==> src/rtl/ers_pkg.sv <==
// ============================================================================
// ers_pkg - elevator request scheduler shared definitions
// Direction codes, request item layouts and stream widths.
// ============================================================================
`default_nettype none

package ers_pkg;

    // default floor count of the shaft
    localparam int FLOOR_COUNT_DEF = 4;

    // call button / lamp field width (floors 0..3, three kinds each)
    localparam int BUTTON_W = 12;

    // button kinds within one floor row
    localparam int KIND_HALL_UP   = 0;
    localparam int KIND_HALL_DOWN = 1;
    localparam int KIND_CAB       = 2;

    // travel direction codes
    localparam logic [1:0] DIR_STOP = 2'd0;
    localparam logic [1:0] DIR_UP   = 2'd1;
    localparam logic [1:0] DIR_DOWN = 2'd2;

    // stream widths
    localparam int IN_W    = 18;
    localparam int OUT_W   = 20;
    localparam int TDATA_W = 24;

    // input request, declared high to low so bit 0 is call_buttons[0]
    typedef struct packed {
        logic                choose_dir;
        logic                serve_floor;
        logic                stop_pressed;
        logic [1:0]          sensed_floor;
        logic                floor_valid;
        logic [BUTTON_W-1:0] call_buttons;
    } in_item_t;

    // result, declared high to low so bit 0 is direction[0]
    typedef struct packed {
        logic                stop_lamp;
        logic                at_rest_safe;
        logic [1:0]          floor_indicator;
        logic [BUTTON_W-1:0] request_lamps;
        logic                requests_empty;
        logic                should_stop;
        logic [1:0]          direction;
    } out_item_t;

endpackage

`default_nettype wire

==> src/rtl/ers_update.sv <==
// ============================================================================
// ers_update - one scheduler tick
// Next request matrix, floor and direction plus the result fields.
// ============================================================================
`default_nettype none

module ers_update #(
    parameter int FLOOR_COUNT = ers_pkg::FLOOR_COUNT_DEF,
    localparam int RW = 3 * FLOOR_COUNT,
    localparam int FW = $clog2(FLOOR_COUNT)
) (
    input  var ers_pkg::in_item_t  in_item,
    input  wire logic [RW-1:0]     req_q,
    input  wire logic [FW-1:0]     floor_q,
    input  wire logic [1:0]        dir_q,
    output logic      [RW-1:0]     req_d,
    output logic      [FW-1:0]     floor_d,
    output logic      [1:0]        dir_d,
    output ers_pkg::out_item_t     result
);

    // button bits that map onto existing floors
    localparam int BW = (RW < ers_pkg::BUTTON_W) ? RW : ers_pkg::BUTTON_W;

    logic [RW-1:0] btn_ext;
    logic [RW-1:0] req_a;
    logic [FW-1:0] floor_a;
    logic [1:0]    dir_a;

    assign btn_ext = RW'(in_item.call_buttons[BW-1:0]);

    always_comb begin
        logic          above;
        logic          below;
        logic          any_req;
        logic [2:0]    row;
        logic [RW-1:0] req_b;
        logic [1:0]    dir_b;
        logic          stop_here;

        // stop clears requests and direction, otherwise latch buttons and take a valid sensed floor
        if (in_item.stop_pressed) begin
            req_a   = '0;
            floor_a = floor_q;
            dir_a   = ers_pkg::DIR_STOP;
        end else begin
            req_a = req_q | btn_ext;
            if (in_item.floor_valid && (int'(in_item.sensed_floor) < FLOOR_COUNT)) begin
                floor_a = FW'(in_item.sensed_floor);
            end else begin
                floor_a = floor_q;
            end
            dir_a = dir_q;
        end

        // serve: drop the current floor's row
        req_b = req_a;
        for (int i = 0; i < FLOOR_COUNT; i++) begin
            if (in_item.serve_floor && (FW'(i) == floor_a)) begin
                req_b[3*i +: 3] = 3'b000;
            end
        end

        above = 1'b0;
        below = 1'b0;
        row   = 3'b000;
        for (int i = 0; i < FLOOR_COUNT; i++) begin
            if (FW'(i) > floor_a) begin
                above = above | (|req_b[3*i +: 3]);
            end
            if (FW'(i) < floor_a) begin
                below = below | (|req_b[3*i +: 3]);
            end
            if (FW'(i) == floor_a) begin
                row = req_b[3*i +: 3];
            end
        end
        any_req = |req_b;

        // direction choice
        dir_b = dir_a;
        if (in_item.choose_dir) begin
            if (!any_req) begin
                dir_b = ers_pkg::DIR_STOP;
            end else if (dir_a == ers_pkg::DIR_UP) begin
                if (!above && below) begin
                    dir_b = ers_pkg::DIR_DOWN;
                end
            end else if (dir_a == ers_pkg::DIR_DOWN) begin
                if (!below && above) begin
                    dir_b = ers_pkg::DIR_UP;
                end
            end else if (below) begin
                dir_b = ers_pkg::DIR_DOWN;
            end else if (above) begin
                dir_b = ers_pkg::DIR_UP;
            end else begin
                dir_b = ers_pkg::DIR_STOP;
            end
        end

        if (row[ers_pkg::KIND_CAB]) begin
            stop_here = 1'b1;
        end else if (dir_b == ers_pkg::DIR_UP) begin
            stop_here = row[ers_pkg::KIND_HALL_UP] || !above;
        end else if (dir_b == ers_pkg::DIR_DOWN) begin
            stop_here = row[ers_pkg::KIND_HALL_DOWN] || !below;
        end else begin
            stop_here = 1'b0;
        end

        req_d   = req_b;
        floor_d = floor_a;
        dir_d   = dir_b;

        result.direction       = dir_b;
        result.should_stop     = stop_here;
        result.requests_empty  = !any_req;
        result.request_lamps   = ers_pkg::BUTTON_W'(req_b[BW-1:0]);
        result.floor_indicator = 2'(floor_a);
        result.at_rest_safe    = in_item.floor_valid && (dir_b == ers_pkg::DIR_STOP);
        result.stop_lamp       = in_item.stop_pressed;
    end

endmodule

`default_nettype wire

==> src/rtl/elevator_request_scheduler.sv <==
// ============================================================================
// elevator_request_scheduler - collective control direction scheduler
// Latches call buttons into a floors x 3 request matrix, tracks the floor
// and travel direction, and reports stop decision and lamps every request.
// ============================================================================
//
//  channel | dir | ports                      | payload
//  --------+-----+----------------------------+---------------------------------
//  s_      | in  | s_tvalid s_tready s_tdata  | buttons, sensor, stop/serve/choose
//  m_      | out | m_tvalid m_tready m_tdata  | direction, stop, lamps, floor
//
//  One request per cycle sustained while m_tready stays high. A request passes
//  the input register, then one pass of ers_update into the result register,
//  which also updates the request matrix, floor and direction state.
//  The input side keeps taking requests while a result waits on m_tready,
//  until both the input and result registers are full.
//  aresetn (synchronous, active low) empties both stages and resets the
//  state to no requests, floor zero, direction stop.
//
`default_nettype none

module elevator_request_scheduler #(
    parameter int FLOOR_COUNT = ers_pkg::FLOOR_COUNT_DEF
) (
    input  wire logic                        aclk,
    input  wire logic                        aresetn,
    input  wire logic                        s_tvalid,
    output logic                             s_tready,
    // [11:0] call_buttons, [12] floor_valid, [14:13] sensed_floor,
    // [15] stop_pressed, [16] serve_floor, [17] choose_dir, rest zero
    input  wire logic [ers_pkg::TDATA_W-1:0] s_tdata,
    output logic                             m_tvalid,
    input  wire logic                        m_tready,
    // [1:0] direction, [2] should_stop, [3] requests_empty,
    // [15:4] request_lamps, [17:16] floor_indicator, [18] at_rest_safe,
    // [19] stop_lamp, rest zero
    output logic      [ers_pkg::TDATA_W-1:0] m_tdata
);

    localparam int RW      = 3 * FLOOR_COUNT;
    localparam int FW      = $clog2(FLOOR_COUNT);
    localparam int OUT_PAD = ers_pkg::TDATA_W - ers_pkg::OUT_W;

    // input stage
    logic               in_valid_reg, in_valid_next;
    ers_pkg::in_item_t  in_item_reg;

    // scheduler state
    logic [RW-1:0]      req_reg,   req_next;
    logic [FW-1:0]      floor_reg, floor_next;
    logic [1:0]         dir_reg,   dir_next;

    // result stage
    logic               out_valid_reg, out_valid_next;
    ers_pkg::out_item_t out_item_reg;
    ers_pkg::out_item_t result;

    logic s_accept;
    logic out_free;
    logic advance;

    // result slot is free when empty or being drained this cycle
    assign out_free = !out_valid_reg || m_tready;
    assign advance  = in_valid_reg && out_free;
    assign s_tready = !in_valid_reg || out_free;
    assign s_accept = s_tvalid && s_tready;

    assign in_valid_next  = s_accept ? 1'b1 : (advance ? 1'b0 : in_valid_reg);
    assign out_valid_next = advance ? 1'b1 : (m_tready ? 1'b0 : out_valid_reg);

    ers_update #(
        .FLOOR_COUNT (FLOOR_COUNT)
    ) u_update (
        .in_item (in_item_reg),
        .req_q   (req_reg),
        .floor_q (floor_reg),
        .dir_q   (dir_reg),
        .req_d   (req_next),
        .floor_d (floor_next),
        .dir_d   (dir_next),
        .result  (result)
    );

    always_ff @(posedge aclk) begin
        if (!aresetn) begin
            in_valid_reg  <= 1'b0;
            out_valid_reg <= 1'b0;
            req_reg       <= '0;
            floor_reg     <= '0;
            dir_reg       <= ers_pkg::DIR_STOP;
        end else begin
            in_valid_reg  <= in_valid_next;
            out_valid_reg <= out_valid_next;
            if (advance) begin
                req_reg   <= req_next;
                floor_reg <= floor_next;
                dir_reg   <= dir_next;
            end
        end
    end

    // payload registers, no reset
    always_ff @(posedge aclk) begin
        if (s_accept) begin
            in_item_reg <= ers_pkg::in_item_t'(s_tdata[ers_pkg::IN_W-1:0]);
        end
        if (advance) begin
            out_item_reg <= result;
        end
    end

    assign m_tvalid = out_valid_reg;
    assign m_tdata  = {{OUT_PAD{1'b0}}, out_item_reg};

    // ------------------------------------------------------------------
    // assertions
    // ------------------------------------------------------------------

    // an emergency stop leaves an empty matrix and direction stop
    a_stop_clears: assert property (@(posedge aclk) disable iff (!aresetn)
        advance && in_item_reg.stop_pressed |=>
            (dir_reg == ers_pkg::DIR_STOP) && (req_reg == '0))
        else $error("stop request did not clear scheduler state");

    // a reported stop lamp always comes with an empty, stopped result
    a_stop_result: assert property (@(posedge aclk) disable iff (!aresetn)
        out_valid_reg && out_item_reg.stop_lamp |->
            out_item_reg.requests_empty && (out_item_reg.direction == ers_pkg::DIR_STOP))
        else $error("stop lamp result with pending requests or motion");

    // a held input request is neither dropped nor overwritten
    a_in_hold: assert property (@(posedge aclk) disable iff (!aresetn)
        in_valid_reg && !out_free |=> in_valid_reg && $stable(in_item_reg))
        else $error("stalled input request lost");

    // state only moves when a request passes through the update stage
    a_state_hold: assert property (@(posedge aclk) disable iff (!aresetn)
        !advance |=> $stable(req_reg) && $stable(dir_reg) && $stable(floor_reg))
        else $error("scheduler state changed without a request");

endmodule

`default_nettype wire
==> config.mk <==
export PLATFORM = sky130hd
export DESIGN_NAME = elevator_request_scheduler
export DESIGN_NICKNAME = d
export VERILOG_FILES = /design/src/rtl/ers_pkg.sv /design/src/rtl/ers_update.sv /design/src/rtl/elevator_request_scheduler.sv
export SDC_FILE = /design/constraint.sdc
export NUM_CORES = 1
export LEC_CHECK = 0
export BUFFER_PORTS_ARGS = -buffer_cell sky130_fd_sc_hd__buf_2
export CORE_MARGIN = 1
export CORE_UTILIZATION = 45
export DETAILED_ROUTE_END_ITERATION = 7
export PLACE_DENSITY = 0.68
export SLEW_MARGIN = 10
export SYNTH_ARGS = -nofsm -noshare
export SYNTH_HDL_FRONTEND = slang
export SYNTH_SLANG_ARGS = --single-unit
==> constraint.sdc <==
create_clock -name aclk -period 3.05 [get_ports aclk]
set_clock_uncertainty 0.1 [all_clocks]
set_input_delay 0.61 -clock aclk [delete_from_list [all_inputs] [get_ports aclk]]
set_output_delay 0.61 -clock aclk [all_outputs]
set_load 0.03 [all_outputs]
==> results.md <==
- The run finished with clean final reports.
- Setup violations remaining at the end of the flow were counted as 0.
- The number of placed cells counting well taps is 328.
- Setup repair after global routing left no endpoint under its margin.
- At the later pin of the worst-skew pair, clock insertion delay measures 0.30 ns.
- Buffers inserted during clock tree synthesis total 5.
- The detailed-routing wirelength on met1 is 2090 µm.
- Global routing used 16.5% of the available tracks across all layers.
- In the routed layout, each cell is associated on average with a via count of 5.22.
- The pin slew with the least headroom to its limit is 0.780 ns.
- The fill cell total of the finished layout is 468.
- The clock transition time at the flip-flop clock pins of the worst setup and hold paths is 0.09 ns.
- Buffers added to address setup during post-CTS repair amount to 0.
- The register with the most flip-flops in the layout has 20 of them.
- The arrival time reported for the critical path endpoint is 2.67 ns.
- The worst IR drop on VDD is 263 µV.
- The post-synthesis async set-or-reset flop share is 0%.
- The category of the most critical setup path is flop to flop.
- The commonest cells after synthesis are 38 x sky130_fd_sc_hd__edfxtp_1, 29 x sky130_fd_sc_hd__nand2_1, 27 x sky130_fd_sc_hd__nor2_1.
- The count of clock tree sinks is 56.
- 0 antenna diodes ended up in the layout.
- A synthesized cell averages 11.5 µm².
- The worst-case headroom to the max-slew limit is 48.0%.
- The worst setup path is captured at a flop.
- The class of the most critical hold timing path is flop to flop.
- The DRC violation count after routing is 0.
- The number of different library cells used by synthesis comes to 49.
- Summed over all cells, the static leakage comes to 1.14 nW.
- In the post-synthesis netlist, the biggest area contributors are sky130_fd_sc_hd__edfxtp_1 46%, sky130_fd_sc_hd__dfxtp_1 15%, sky130_fd_sc_hd__nand2_1 4.4%, sky130_fd_sc_hd__nor2_1 4.1%, sky130_fd_sc_hd__a21boi_1 2.7%.
- In this run, the combinational gates consume 15.4% of the power.
- In the final design database the tool counted 293 nets.
- The cell-internal power is 1.15 mW.
- In the synthesized netlist, the number of instances is 216.
- The violation count after the first detailed-route iteration is 139.
- The worst setup slack for register-to-register paths is 0.31 ns.
- The highest layer touched by signal routing is met4.
- The first global-routing pass estimated 7450 µm of wire.
- TritonCTS built the clock tree.
- The cell at the root of the clock tree is sky130_fd_sc_hd__clkbuf_8.
- In the final layout, the share of cells above drive strength 1 is 26.7%.
- The clock tree buffer depth is 2.
- The largest total area in the synthesized netlist belongs to sky130_fd_sc_hd__edfxtp_1.
- Max-cap violations in this run came to 0.
- Counting flops with a built-in enable in the synthesized netlist gives 38.
- The count of cells resized by post-cts repair is 0.
- CTS built an H-tree with a depth of 2.
- Power spread over the standard cell area amounts to 534 nW/µm².
- Wire segments on met3 add up to 238 µm in the final route.
- The timing-limited maximum frequency is 365 MHz.
- The cell area after synthesis is 2480 µm².
- The slowest cell on the critical path is sky130_fd_sc_hd__mux2i_4.
- Dividing the final minimum period by the clock period gives 89.9%.
- The die covers 5810 µm².
- The vertical extent of the die is 76.3 µm.
- The count of input and output buffers is 43.
- The startpoint type of the worst setup path is a flop.
- For this run, the leading register cell type out of synthesis is sky130_fd_sc_hd__edfxtp_1.
- The final estimated routing congestion in global placement is 0.957.
- In this run the remaining antenna-violating nets after routing total 0.
- The via count of the first global-routing pass is 1601.
- The shortest clock period the worst path allows after layout is 2.74 ns.
- The required time at the endpoint of the critical path is 2.97 ns.
- The cell row count is 26.
- The share of synthesized area in the top cell type comes to 46.0%.
- Summed over all layers, the routed wires come to 4440 µm.
- Net switching is 25.4% of the power.
- The clock network is responsible for 27.8% of the overall power.
- Entering global routing, the biggest net connects 38 pins.
- The peak fanout along the critical path is 10.
- Once the floorplan was initialized, standard cells occupied 47.7% of the core.
- The number of antenna violations at the first check in global routing came to 0.
- The total number of vias is 1754.
- After detailed routing, the average wire length per cell comes to 13.2 µm.
- Sequential cells burn 56.8% of the power.
- The register bit count reported by yosys is 56.
- The HPWL after detailed placement is 3280 µm.
- The max-slew violation count is 0.
- The layout overhead on the synthesized area is 16.6%.
- After clock tree synthesis, the flow added hold-fix buffers numbering 0.
- Walking the worst path, the cells encountered are nor2b_4 > mux2i_4 > inv_4 > mux2_4 > o221ai_2 > a221oi_1 > a32oi_2 > o311ai_2.
- For this design the total switching power over the nets is 393 µW.
- The final hold violation count was 0.
- The share of the yosys chip area belonging to registers is 60.5%.
- The number of I/O pins is 54.
- The core region is 5200 µm².
- Final hold analysis gives a worst-case slack of 0.357 ns.
- Wire segments on met2 add up to 2050 µm in the final route.
- The floorplan step set the die width to 76.3 µm.
- For this run, the number of standard cells in the final layout without fillers is 336.
- The first-pass iteration count of the detailed router is 4.
- The total overflow left after global routing is 0.
- Adding up every negative setup slack in the final design gives 0 ns.
- The largest stage delay on the critical path is 0.45 ns.
- The most numerous cell in the Yosys netlist is sky130_fd_sc_hd__edfxtp_1.
- During synthesis, Yosys emitted a total of 0 warnings.
==> final cells by class <==
class / instances / area (µm²) / area share (%)
inverters: 7 / 28.8 / 0.995
repair buffers: 50 / 268 / 9.26
flip-flops and latches: 56 / 1500 / 51.9
multi-input cells: 145 / 905 / 31.3
well taps: 70 / 87.6 / 3.03
clock buffers: 7 / 97.6 / 3.37
clock inverters: 1 / 5.00 / 0.173
==> cells by family after synthesis <==
kind of cell	share of synthesized area (%)
simple gates	13.2
compound gates	19.4
flops	60.5
buf+inv	3.48
mux	3.23
other cells	0.151
==> critical path: cells and delay by family (launching register included) <==
| kind | cells | cell delay (ns) |
|---|---|---|
| compound gates | 4 | 0.84 |
| buf+inv | 1 | 0.12 |
| mux | 2 | 0.77 |
| flops | 1 | 0.43 |
| simple gates | 1 | 0.21 |
==> power groups by stage <==
stage          logic [mW]  registers (mW)  clock network (mW)
6_report            0.238           0.877               0.429
5_1_grt             0.261           0.882               0.466
4_1_cts             0.238           0.877               0.442
3_5_place_dp        0.238           0.895                   0
3_3_place_gp        0.236           0.893                   0
2_1_floorplan       0.145           0.922                   0
==> final timing paths <==
| kind | start | depth (start not counted) | endpoint |
|---|---|---|---|
| max | in_item_reg[15] | 8 | m_tdata[2] |
| min | req_reg[10] | 2 | req_reg[10] |
| max reg2reg | in_item_reg[15] | 8 | m_tdata[2] |
| min reg2reg | req_reg[10] | 2 | req_reg[10] |
==> stage by stage <==
| stage | power, mW | cell area, µm² | worst slack (ns) | utilization [%] |
|---|---|---|---|---|
| 6_report | 1.54 | 2890 | 0.308 | 55.6 |
| 5_1_grt | 1.61 | 2890 | 0.0215 | 55.6 |
| 4_1_cts | 1.56 | 2890 | 0.313 | 55.6 |
| 3_5_place_dp | 1.13 | 2790 | 0.327 | 53.6 |
| 3_3_place_gp | 1.13 | 2790 | 0.352 | 53.6 |
| 2_1_floorplan | 1.07 | 2490 | 0.562 | - |
==> cells in the final DEF, fill, tap and decap left out, types with 2 or more instances in the layout <==
cell type | Yosys | final
sky130_fd_sc_hd__nor2_1 | 27 | 27
sky130_fd_sc_hd__dfxtp_1 | 18 | 18
sky130_fd_sc_hd__a211oi_1 | 3 | 3
sky130_fd_sc_hd__inv_2 | 2 | 2
sky130_fd_sc_hd__buf_4 | 4 | 7
sky130_fd_sc_hd__a311oi_2 | 2 | 2
sky130_fd_sc_hd__a21o_1 | 3 | 3
sky130_fd_sc_hd__nor3_1 | 5 | 5
sky130_fd_sc_hd__a221oi_1 | 3 | 3
sky130_fd_sc_hd__edfxtp_1 | 38 | 38
sky130_fd_sc_hd__o21a_1 | 2 | 2
sky130_fd_sc_hd__nor2b_1 | 5 | 5
sky130_fd_sc_hd__conb_1 | 1 | 4
sky130_fd_sc_hd__and2_1 | 2 | 2
sky130_fd_sc_hd__o21ai_1 | 4 | 4
sky130_fd_sc_hd__nand3_1 | 4 | 4
sky130_fd_sc_hd__inv_1 | 3 | 3
sky130_fd_sc_hd__o21ai_0 | 3 | 3
sky130_fd_sc_hd__mux2i_1 | 2 | 2
sky130_fd_sc_hd__o211a_1 | 2 | 2
sky130_fd_sc_hd__mux2i_4 | 2 | 2
sky130_fd_sc_hd__clkbuf_8 | 0 | 5
sky130_fd_sc_hd__a31oi_1 | 3 | 3
sky130_fd_sc_hd__nand2_1 | 29 | 29
sky130_fd_sc_hd__a21oi_1 | 10 | 10
sky130_fd_sc_hd__buf_2 | 1 | 43
sky130_fd_sc_hd__a21boi_1 | 9 | 9
sky130_fd_sc_hd__o211ai_1 | 2 | 2
==> routing by layer <==
metal	GRT usage [%]	up-vias
met5	0	-
met1	21.8	798
li1	-	896
met2	26.6	55
met3	3.23	5
met4	6.92	0
(Power assumes the default switching activity.)
